<file path="src/rtl/hashed_counter_random_range_top_defines.svh">
// Assertion macros for the RTL of the hashed counter random range block.
// Needs nothing else; files that assert include it by name.
`ifndef HASHED_COUNTER_RANDOM_RANGE_TOP_DEFINES_SVH
`define HASHED_COUNTER_RANDOM_RANGE_TOP_DEFINES_SVH

// Same-cycle implication, disabled during reset.
`define HCRR_ASSERT_IMPL(label, clk, rst_n, ante, cons) \
    label: assert property (@(posedge clk) disable iff (!rst_n) (ante) |-> (cons)) \
        else $error("hcrr assertion failed");

// Next-cycle implication, disabled during reset.
`define HCRR_ASSERT_NEXT(label, clk, rst_n, ante, cons) \
    label: assert property (@(posedge clk) disable iff (!rst_n) (ante) |=> (cons)) \
        else $error("hcrr assertion failed");

`endif

</file>
<file path="src/rtl/hcrr_pkg.sv">
// Package for the hashed counter random range block: widths, mixing constants,
// opcode and controller state types, and the controller-to-datapath command struct.
`default_nettype none

package hcrr_pkg;

    localparam int WORD_W   = 32;
    localparam int DIV_CNT_W = $clog2(WORD_W);

    localparam logic [WORD_W-1:0] STEP_ADD  = 32'he120fc15;
    localparam logic [WORD_W-1:0] MIX_MUL_A = 32'h4a39b70d;
    localparam logic [WORD_W-1:0] MIX_MUL_B = 32'h12fad5c9;
    localparam int                MIX_SHIFT = 16;

    typedef enum logic [0:0] {
        OP_LOAD = 1'b0,
        OP_DRAW = 1'b1
    } opcode_t;

    typedef enum logic [2:0] {
        ST_IDLE,
        ST_MUL_A,
        ST_MUL_B,
        ST_MIX_B,
        ST_DIV,
        ST_DONE
    } state_t;

    typedef struct packed {
        logic load_seed;
        logic start_draw;
        logic mul_a;
        logic mul_b;
        logic fin_mix;
        logic div_step;
        logic load_out;
    } cmd_t;

    typedef struct packed {
        logic span_zero;
    } status_t;

endpackage

`default_nettype wire

</file>
<file path="src/rtl/hcrr_datapath.sv">
// Datapath of the hashed counter random range block: counter, two multiply-xorshift
// rounds, a one-bit-per-cycle remainder unit and the result registers. Uses hcrr_pkg.
`default_nettype none

module hcrr_datapath (
    input  wire logic                          clk,
    input  wire logic                          rst_n,
    input  wire hcrr_pkg::cmd_t                cmd,
    output hcrr_pkg::status_t                  status,
    input  wire logic [hcrr_pkg::WORD_W-1:0]   seed_value,
    input  wire logic [hcrr_pkg::WORD_W-1:0]   min_value,
    input  wire logic [hcrr_pkg::WORD_W-1:0]   max_value,
    output logic      [hcrr_pkg::WORD_W-1:0]   raw_word,
    output logic      [hcrr_pkg::WORD_W-1:0]   ranged_value,
    output logic                               range_error
);
    import hcrr_pkg::*;

    logic [WORD_W-1:0] counter_reg;
    logic [WORD_W-1:0] counter_next;
    logic [WORD_W-1:0] prod_reg;
    logic [WORD_W-1:0] word_reg;
    logic [WORD_W-1:0] dvd_reg;
    logic [WORD_W-1:0] rem_reg;
    logic [WORD_W-1:0] span_reg;
    logic [WORD_W-1:0] min_reg;
    logic [WORD_W-1:0] raw_out_reg;
    logic [WORD_W-1:0] ranged_out_reg;
    logic              err_out_reg;

    logic [WORD_W-1:0] prod_a;
    logic [WORD_W-1:0] mix_a;
    logic [WORD_W-1:0] prod_b;
    logic [WORD_W-1:0] mix_b;
    logic [WORD_W:0]   trial;
    logic [WORD_W:0]   trial_diff;
    logic [WORD_W-1:0] rem_next;

    assign prod_a = counter_reg * MIX_MUL_A;
    assign mix_a  = prod_reg ^ (prod_reg >> MIX_SHIFT);
    assign prod_b = mix_a * MIX_MUL_B;
    assign mix_b  = prod_reg ^ (prod_reg >> MIX_SHIFT);

    assign trial      = {rem_reg, dvd_reg[WORD_W-1]};
    assign trial_diff = trial - {1'b0, span_reg};
    assign rem_next   = trial_diff[WORD_W] ? trial[WORD_W-1:0] : trial_diff[WORD_W-1:0];

    always_comb
    begin
        counter_next = counter_reg;
        if (cmd.load_seed)
        begin
            counter_next = seed_value;
        end
        else if (cmd.start_draw)
        begin
            counter_next = counter_reg + STEP_ADD;
        end
    end

    always_ff @(posedge clk or negedge rst_n)
    begin
        if (!rst_n)
        begin
            counter_reg <= '0;
        end
        else
        begin
            counter_reg <= counter_next;
        end
    end

    always_ff @(posedge clk)
    begin
        if (cmd.start_draw)
        begin
            min_reg  <= min_value;
            span_reg <= max_value - min_value;
        end
        if (cmd.mul_a)
        begin
            prod_reg <= prod_a;
        end
        else if (cmd.mul_b)
        begin
            prod_reg <= prod_b;
        end
        if (cmd.fin_mix)
        begin
            word_reg <= mix_b;
            dvd_reg  <= mix_b;
            rem_reg  <= '0;
        end
        else if (cmd.div_step)
        begin
            rem_reg <= rem_next;
            dvd_reg <= dvd_reg << 1;
        end
        if (cmd.load_out)
        begin
            raw_out_reg    <= word_reg;
            ranged_out_reg <= status.span_zero ? min_reg : rem_reg + min_reg;
            err_out_reg    <= status.span_zero;
        end
    end

    assign status.span_zero = (span_reg == '0);
    assign raw_word         = raw_out_reg;
    assign ranged_value     = ranged_out_reg;
    assign range_error      = err_out_reg;

endmodule

`default_nettype wire

</file>
<file path="src/rtl/hcrr_ctrl.sv">
// Controller of the hashed counter random range block: sequences the mixing rounds
// and the remainder steps and owns both handshakes. Uses hcrr_pkg.
`default_nettype none

module hcrr_ctrl (
    input  wire logic               clk,
    input  wire logic               rst_n,
    input  wire logic               in_valid,
    output logic                    in_ready,
    input  wire hcrr_pkg::opcode_t  opcode,
    output logic                    out_valid,
    input  wire logic               out_ready,
    output hcrr_pkg::cmd_t          cmd,
    input  wire hcrr_pkg::status_t  status
);
    import hcrr_pkg::*;

    localparam logic [DIV_CNT_W-1:0] DivLast = DIV_CNT_W'(WORD_W - 1);

    state_t               state_reg;
    state_t               state_next;
    logic [DIV_CNT_W-1:0] cnt_reg;
    logic [DIV_CNT_W-1:0] cnt_next;
    logic                 out_valid_reg;
    logic                 out_valid_next;
    logic                 accept;
    logic                 out_free;

    assign accept   = in_valid && in_ready;
    assign out_free = !out_valid_reg || out_ready;

    always_comb
    begin
        state_next = state_reg;
        case (state_reg)
            ST_IDLE:
            begin
                if (accept && opcode == OP_DRAW)
                begin
                    state_next = ST_MUL_A;
                end
            end
            ST_MUL_A: state_next = ST_MUL_B;
            ST_MUL_B: state_next = ST_MIX_B;
            ST_MIX_B: state_next = status.span_zero ? ST_DONE : ST_DIV;
            ST_DIV:
            begin
                if (cnt_reg == DivLast)
                begin
                    state_next = ST_DONE;
                end
            end
            ST_DONE:
            begin
                if (out_free)
                begin
                    state_next = ST_IDLE;
                end
            end
            default: state_next = ST_IDLE;
        endcase
    end

    always_comb
    begin
        in_ready       = 1'b0;
        cmd            = '0;
        cnt_next       = cnt_reg;
        out_valid_next = out_valid_reg && !out_ready;
        case (state_reg)
            ST_IDLE:
            begin
                in_ready       = 1'b1;
                cmd.load_seed  = accept && opcode == OP_LOAD;
                cmd.start_draw = accept && opcode == OP_DRAW;
            end
            ST_MUL_A: cmd.mul_a = 1'b1;
            ST_MUL_B: cmd.mul_b = 1'b1;
            ST_MIX_B:
            begin
                cmd.fin_mix = 1'b1;
                cnt_next    = '0;
            end
            ST_DIV:
            begin
                cmd.div_step = 1'b1;
                cnt_next     = cnt_reg + 1'b1;
            end
            ST_DONE:
            begin
                if (out_free)
                begin
                    cmd.load_out   = 1'b1;
                    out_valid_next = 1'b1;
                end
            end
            default: cmd = '0;
        endcase
    end

    always_ff @(posedge clk or negedge rst_n)
    begin
        if (!rst_n)
        begin
            state_reg     <= ST_IDLE;
            cnt_reg       <= '0;
            out_valid_reg <= 1'b0;
        end
        else
        begin
            state_reg     <= state_next;
            cnt_reg       <= cnt_next;
            out_valid_reg <= out_valid_next;
        end
    end

    assign out_valid = out_valid_reg;

endmodule

`default_nettype wire

</file>
<file path="src/rtl/hashed_counter_random_range_top.sv">
// Top level of the hashed counter random range block: joins controller and datapath.
// Uses hcrr_pkg, hcrr_ctrl, hcrr_datapath and the assertion macro header.
`default_nettype none

`include "hashed_counter_random_range_top_defines.svh"

// A load item copies seed_value into the counter at the edge that accepts it and gives
// no result. A draw item steps the counter at the edge that accepts it, and its result
// is worked out in order: ST_MUL_A, ST_MUL_B and ST_MIX_B for the two multiply-xorshift
// rounds (one 32-bit multiply in each of the first two), ST_DIV for the restoring
// remainder unit that retires one quotient bit a cycle, and ST_DONE to load the output
// register once it is free. With a zero range the ST_DIV steps are skipped. The input is
// closed while a draw is worked on. The next item is accepted in the first cycle in which
// the result sits in the output register, even if it has not been taken yet. A result
// that is not taken holds the following draw in ST_DONE.
module hashed_counter_random_range_top (
    input  wire logic                                clk,
    input  wire logic                                rst_n,
    input  wire logic                                in_valid,
    output logic                                     in_ready,
    input  wire hcrr_pkg::opcode_t                   opcode,
    input  wire logic        [hcrr_pkg::WORD_W-1:0]  seed_value,
    input  wire logic signed [hcrr_pkg::WORD_W-1:0]  min_value,
    input  wire logic signed [hcrr_pkg::WORD_W-1:0]  max_value,
    output logic                                     out_valid,
    input  wire logic                                out_ready,
    output logic             [hcrr_pkg::WORD_W-1:0]  raw_word,
    output logic signed      [hcrr_pkg::WORD_W-1:0]  ranged_value,
    output logic                                     range_error
);
    import hcrr_pkg::*;

    cmd_t              cmd;
    status_t           status;
    logic [WORD_W-1:0] ranged_u;

    hcrr_ctrl u_ctrl (
        .clk       (clk),
        .rst_n     (rst_n),
        .in_valid  (in_valid),
        .in_ready  (in_ready),
        .opcode    (opcode),
        .out_valid (out_valid),
        .out_ready (out_ready),
        .cmd       (cmd),
        .status    (status)
    );

    hcrr_datapath u_datapath (
        .clk          (clk),
        .rst_n        (rst_n),
        .cmd          (cmd),
        .status       (status),
        .seed_value   (seed_value),
        .min_value    ($unsigned(min_value)),
        .max_value    ($unsigned(max_value)),
        .raw_word     (raw_word),
        .ranged_value (ranged_u),
        .range_error  (range_error)
    );

    assign ranged_value = $signed(ranged_u);

    // A draw keeps the input side closed while it is worked on.
    `HCRR_ASSERT_NEXT(a_draw_busy, clk, rst_n, in_valid && in_ready && opcode == OP_DRAW, !in_ready)
    // A load finishes in the cycle it is accepted.
    `HCRR_ASSERT_NEXT(a_load_quick, clk, rst_n, in_valid && in_ready && opcode == OP_LOAD, in_ready)
    // A new result only appears at the end of a draw's work.
    `HCRR_ASSERT_IMPL(a_out_after_work, clk, rst_n, $rose(out_valid), !$past(in_ready))

endmodule

`default_nettype wire
</file>
<file path="config.mk">
export PLATFORM = sky130hd
export DESIGN_NAME = hashed_counter_random_range_top
export DESIGN_NICKNAME = d
export VERILOG_FILES = /design/src/rtl/hcrr_pkg.sv /design/src/rtl/hcrr_datapath.sv /design/src/rtl/hcrr_ctrl.sv /design/src/rtl/hashed_counter_random_range_top.sv
export VERILOG_INCLUDE_DIRS = /design/src /design/src/rtl
export SDC_FILE = /design/constraint.sdc
export NUM_CORES = 2
export LEC_CHECK = 0
export ABC_AREA = 0
export BUFFER_PORTS_ARGS = -buffer_cell sky130_fd_sc_hd__buf_2
export CAP_MARGIN = 30
export CORE_ASPECT_RATIO = 1.5
export CORE_MARGIN = 3
export CORE_UTILIZATION = 40
export CTS_BUF_LIST = sky130_fd_sc_hd__clkbuf_4 sky130_fd_sc_hd__clkbuf_8
export CTS_CLUSTER_DIAMETER = 200
export DETAILED_ROUTE_END_ITERATION = 12
export PLACE_DENSITY = 0.56
export SKIP_CTS_REPAIR_TIMING = 1
export SYNTH_ARGS = -nofsm -noshare
export SYNTH_HDL_FRONTEND = slang
export SYNTH_SLANG_ARGS = --single-unit
</file>
<file path="constraint.sdc">
create_clock -name clk -period 9.7 [get_ports clk]
set_input_delay 0 -clock clk [delete_from_list [all_inputs] [get_ports clk]]
set_output_delay 0 -clock clk [all_outputs]
set_load 0.005 [all_outputs]
</file>
Yosys cells after proc, flatten, opt, wreduce, memory -nomap -nowiden
Cells that the tools add are included. Widths: inputs -> output; s select.

$lt $le $gt $ge: 0. Shifts and indexed selects: 0. Reduce and logical (&&, ||, !) cells: 14. Multiply operators: 2. Divide/modulo/power cells: 0. Bitwise operators: 2. Eq/ne operators: 9. Mux-type cells: 24. Add/sub/neg operators: 5.

Operators with widths (count): $mux 32 (8); $sub 33x32->33 (1); $add 32x32->32 (1); $add 32x32->32 const B (1); $logic_not 32->1 (1); $mul 32x29->32 const B (1); $mul 32x31->32 const B (1); $sub 32x32->32 (1); $xor 32x16->32 (1); $pmux 3 s6 (1); $mux 1 (10); $pmux 5 s2 (1); $mux 3 (3); $reduce_bool 2->1 (4); $eq 3x2->1 const B (2); $eq 3x3->1 const B (2); $ne 2x1->1 const B (3); $add 5x1->5 const B (1); $eq 5x5->1 const B (1); $logic_and 1x1->1 (4); $eq 3x1->1 const B (1); $logic_not 3->1 (1); $reduce_and 3->1 (1); $logic_not 1->1 (2); other kinds (3) (3).

Latch bits: 0. Memory bits (writable): 0. Word-level logic and storage cells: 69. Input port bits: 101. Memory bits (read-only): 0. Flip-flop bits (word level): 298. Memories: 0. Output and inout bits: 67.

Depth between registers and ports, before layout
Depth after elaboration: 7. Depth in mapped cells: 28. Gate-level depth less buffers: 27.

Hierarchy
From an unflattened synthesis, not the netlist that was laid out.

Cell total of the unflattened synthesis: 3297. Area, all modules: 33634.8 um2.

Modules (own cells, without submodules): hcrr_datapath (area an instance 33123.0 um2, instances 1, cells each 3249, sequential area each 8197.9 um2); hcrr_ctrl (area an instance 511.7 um2, instances 1, cells each 48, sequential area each 225.2 um2).

Least setup slack after synthesis
Ideal clock, no wire load.

Path type: reg-to-reg. Start: reg u_datapath.prod_reg[25]. End: reg u_datapath.prod_reg[31] (data pin). Setup slack: 2.593 ns. Arrival: 6.837 ns. Setup time: 0.270 ns. Required time: 9.430 ns. Cell stages (with the launch flop): 26. Period minus slack after synthesis: 7.107 ns. Buffers on the path: 0. Cell sequence: edfxtp_1 xnor2_1 inv_1 ha_1 inv_1 fa_1 inv_1 fa_1 inv_1 fa_1 inv_1 fa_1 fa_1 fa_1 inv_1 fa_1 inv_1 ha_1 nand3_1 nor2_1 a221oi_1 o21ai_0 nor4_1 o41ai_1 xnor2_1 o211ai_1.

Word-level cells in the longest chain between the ends: 4.

RTL lines: start, declared (RTL line hcrr_datapath.sv:21) `logic [WORD_W-1:0] prod_reg;`; start signal, assigned (RTL line hcrr_datapath.sv:82) `prod_reg <= prod_a;`; start signal, assigned (RTL line hcrr_datapath.sv:86) `prod_reg <= prod_b;`; $xor 32x16->32 (RTL line hcrr_datapath.sv:40) `assign mix_a = prod_reg ^ (prod_reg >> MIX_SHIFT);`; $mul 32x29->32 (RTL line hcrr_datapath.sv:41) `assign prod_b = mix_a * MIX_MUL_B;`; $mux 32 (RTL line hcrr_datapath.sv:84) `else if (cmd.mul_b)`; $mux 32 (RTL line hcrr_datapath.sv:80) `if (cmd.mul_a)`.

Every way passes these cells. The select of a mux whose other input is x is not followed. A chain may end at the register's enable or synchronous reset.

Worst setup path in the final report
Start: reg u_datapath.prod_reg[17]. End: reg u_datapath.prod_reg[31] (data pin).

Word-level cells in the longest chain between the ends: 4.

RTL lines: $xor 32x16->32 (RTL line hcrr_datapath.sv:40); net u_datapath.mix_a[1] (RTL line hcrr_datapath.sv:32) `logic [WORD_W-1:0] mix_a;`; $mul 32x29->32 (RTL line hcrr_datapath.sv:41); $mux 32 (RTL line hcrr_datapath.sv:84); $mux 32 (RTL line hcrr_datapath.sv:80).

The timed path passes the listed nets, and every way through them passes these cells. The select of a mux whose other input is x is not followed.

==> summary.md <==
| Metric | Value |
|---|---|
| Most common cell after layout, fill and taps aside | inv_1 |
| WP data required | 10.08 ns |
| Vias | roughly 25000 |
| Pin count of the biggest net entering global routing | 66 |
| Crit path kind | register to register |
| Detailed Route WL | about 98 mm |
| Max incr delay on CP | about 0.73 ns |
| Die height | approximately 360 um |
| Clock Latency Late Sink | between 0.6 and 0.7 ns |
| Main synth FF type | edfxtp_1 |
| Cts bufs inserted | 54 |
| Die area | just under 0.09 mm2 |
| HP Class | primary input to register |
| Yosys cell types | 83 |
| Die Wd | ~240 um |
| Gr ovfl total | 0 |
| Layout cell share with drive strength beyond 1 | 8.83% |
| Maximum achievable frequency | 119 MHz |
| GRT Util Overall | 22.4% |
| H-tree depth | 2 |
| Core ar. | about 0.083 mm2 |
| Gpl congestion | between 0.9 and 1 |
| Worst slew margin | approximately 33% |
| RSZ-0062 raised after global routing | no |
| Synth warnings | 0 |
| Slowest CP cell | xnor2_1 |
| Initial antenna violation count | 2 |
| Max FO, Critical Path | 9 |
| Register bit total from synthesis | around 300 |
| CTS root buf | clkbuf_8 |
| Post-Syn Instances | roughly 3400 |
| Post-DP Area | approximately 0.036 mm2 |
| Data arrival, critical path | about 8.8 ns |
| Clock skew | ~0.045 ns |
| Seq/Total Area, Yosys | 25.1% |
| Pre-Repair DR Iteration Count | 5 |
| Final worst path period share | 86.5% |
| First-pass GRT wire length | 150 mm |
| Post-route ant nets | 0 |
| Setup violators final | 0 |
| Avg Synthesized Cell Area | about 10 um2 |
| Worst setup SP type | register |
| Number of global-route vias before repair | around 26000 |
| CP endpoint kind | register |
| CTS tree | done |
| Nets | approximately 4600 |
| Commonest non-fill, non-tap cells in the layout | 724 x inv_1, 477 x ha_1, 379 x fa_1 |
| DRC | 0 |
| Hold Slack | -0.0340 ns |
| Synth Cell Area | around 0.034 mm2 |
| HPWL after DPL | 81.5 mm |
| Final Instance Area | ~0.038 mm2 |
| Synth async-reset ratio | around 14% |
| Max-slew violation count | 0 |
| Outcome | finished with violations |
| Port-buffer cells | approximately 170 |
| Initial Util | between 40% and 50% |
| Clock-pin slew on the worst setup and hold paths | 0.06 ns |
| Via density | roughly 5.1 |
| Clock Sinks | approximately 300 |
| EDFF count, synth | around 230 |
| Row count | 129 |
| DR WL/cell | slightly above 20 um |
| Ports | around 170 |
| Worst-Margin Slew | ~1.0 ns |
| Fill count | roughly 7900 |
| CTS Buffer Depth | 3 |
| Mapped Nets | ~4300 |
| Initial DRC Count | around 1200 |
| Post-Route Setup TNS | 0 ns |
| Area growth syn-to-layout | 14.0% |
| CP bufs+invs | 6 |
| Final Util | 46.2% |
| Max_cap viols | 0 |
| CP delay by family, top | adder cells |
| Minimum clock period | roughly 8.4 ns |
| Failing checks | hold timing |
| Crit path top cell by count | fa_1 |
| Final Hold Vio Count | 9 |
[worst min-delay path, cell delays in order]
cell	delay (ns)
buf_2	0.10
buf_4	0.29
a21oi_1	0.19
[synth_stat cells (26+ instances only)]
master      n  area, um2
a21o_1     56        420
a21oi_1   170        851
clkbuf_1   45        169
dfrtp_1    41       1030
dfxtp_1    32        641
edfxtp_1  225       6760
fa_1      379       7590
ha_1      477       5970
inv_1     724       2720
nand2_1   214        803
nand3_1    99        495
nor2_1    119        447
nor2b_1    26        163
o21a_1     29        218
o21ai_0   146        731
o22ai_1    27        169
xnor2_1   174       1520
xor2_1     45        394
[cell type report]
type                    instances  area [um2]  area share (%)
multi-input cells            2277       22200            58.1
flip-flops and latches        298        8420            22.0
inverters                     725        2720            7.11
repair buffers                317        2260            5.91
well taps                    1113        1390            3.64
clock buffers                  69         900            2.35
clock inverters                30         312           0.814
diodes                          1        2.50         0.00654
[through the flow]
stage	hold WS, ns	cells	worst slack (ns)
floorplan	-0.296	3359	2.59
global placement	0.142	4615	1.60
detailed placement	0.142	4616	1.42
CTS	-0.620	4715	1.38
global route	0.00790	4830	0.970
finish	-0.0340	4830	1.31
[path summary, 6_finish.rpt]
check                                         from                          to  slack [ns]  cells past startpoint
min in group asynchronous                    rst_n   u_datapath.counter_reg[3]        0.49                      4
max reg2reg                u_datapath.prod_reg[17]     u_datapath.prod_reg[31]        1.31                     26
max in group asynchronous                    rst_n           u_ctrl.cnt_reg[1]        8.73                      4
min reg2reg                u_datapath.word_reg[25]     u_datapath.raw_word[25]        0.41                      0
min                                         opcode  u_datapath.counter_reg[30]       -0.03                      3
max                        u_datapath.prod_reg[17]     u_datapath.prod_reg[31]        1.31                     26
[logic make-up after synthesis]
kind of cell / synth area share, %
adders and majority gates: 40.4
buffers and inverters: 8.82
AOI/OAI and AO/OA: 11.4
and+or+nand+nor: 8.20
DFF: 25.1
xor gates and xnor gates: 5.71
muxes: 0.432
[layer usage]
metal | track usage [%] | vias up | wire length (um)
met5 | 0 | - | 0
met4 | 13.8 | 0 | 7120
met3 | 2.45 | 251 | 3140
met2 | 44.5 | 561 | 54400
met1 | 22.0 | 12000 | 33700
li1 | - | 11800 | -
Power is not shown: default switching activity piles up to over one toggle a cycle in this logic, so the estimate is an artifact.
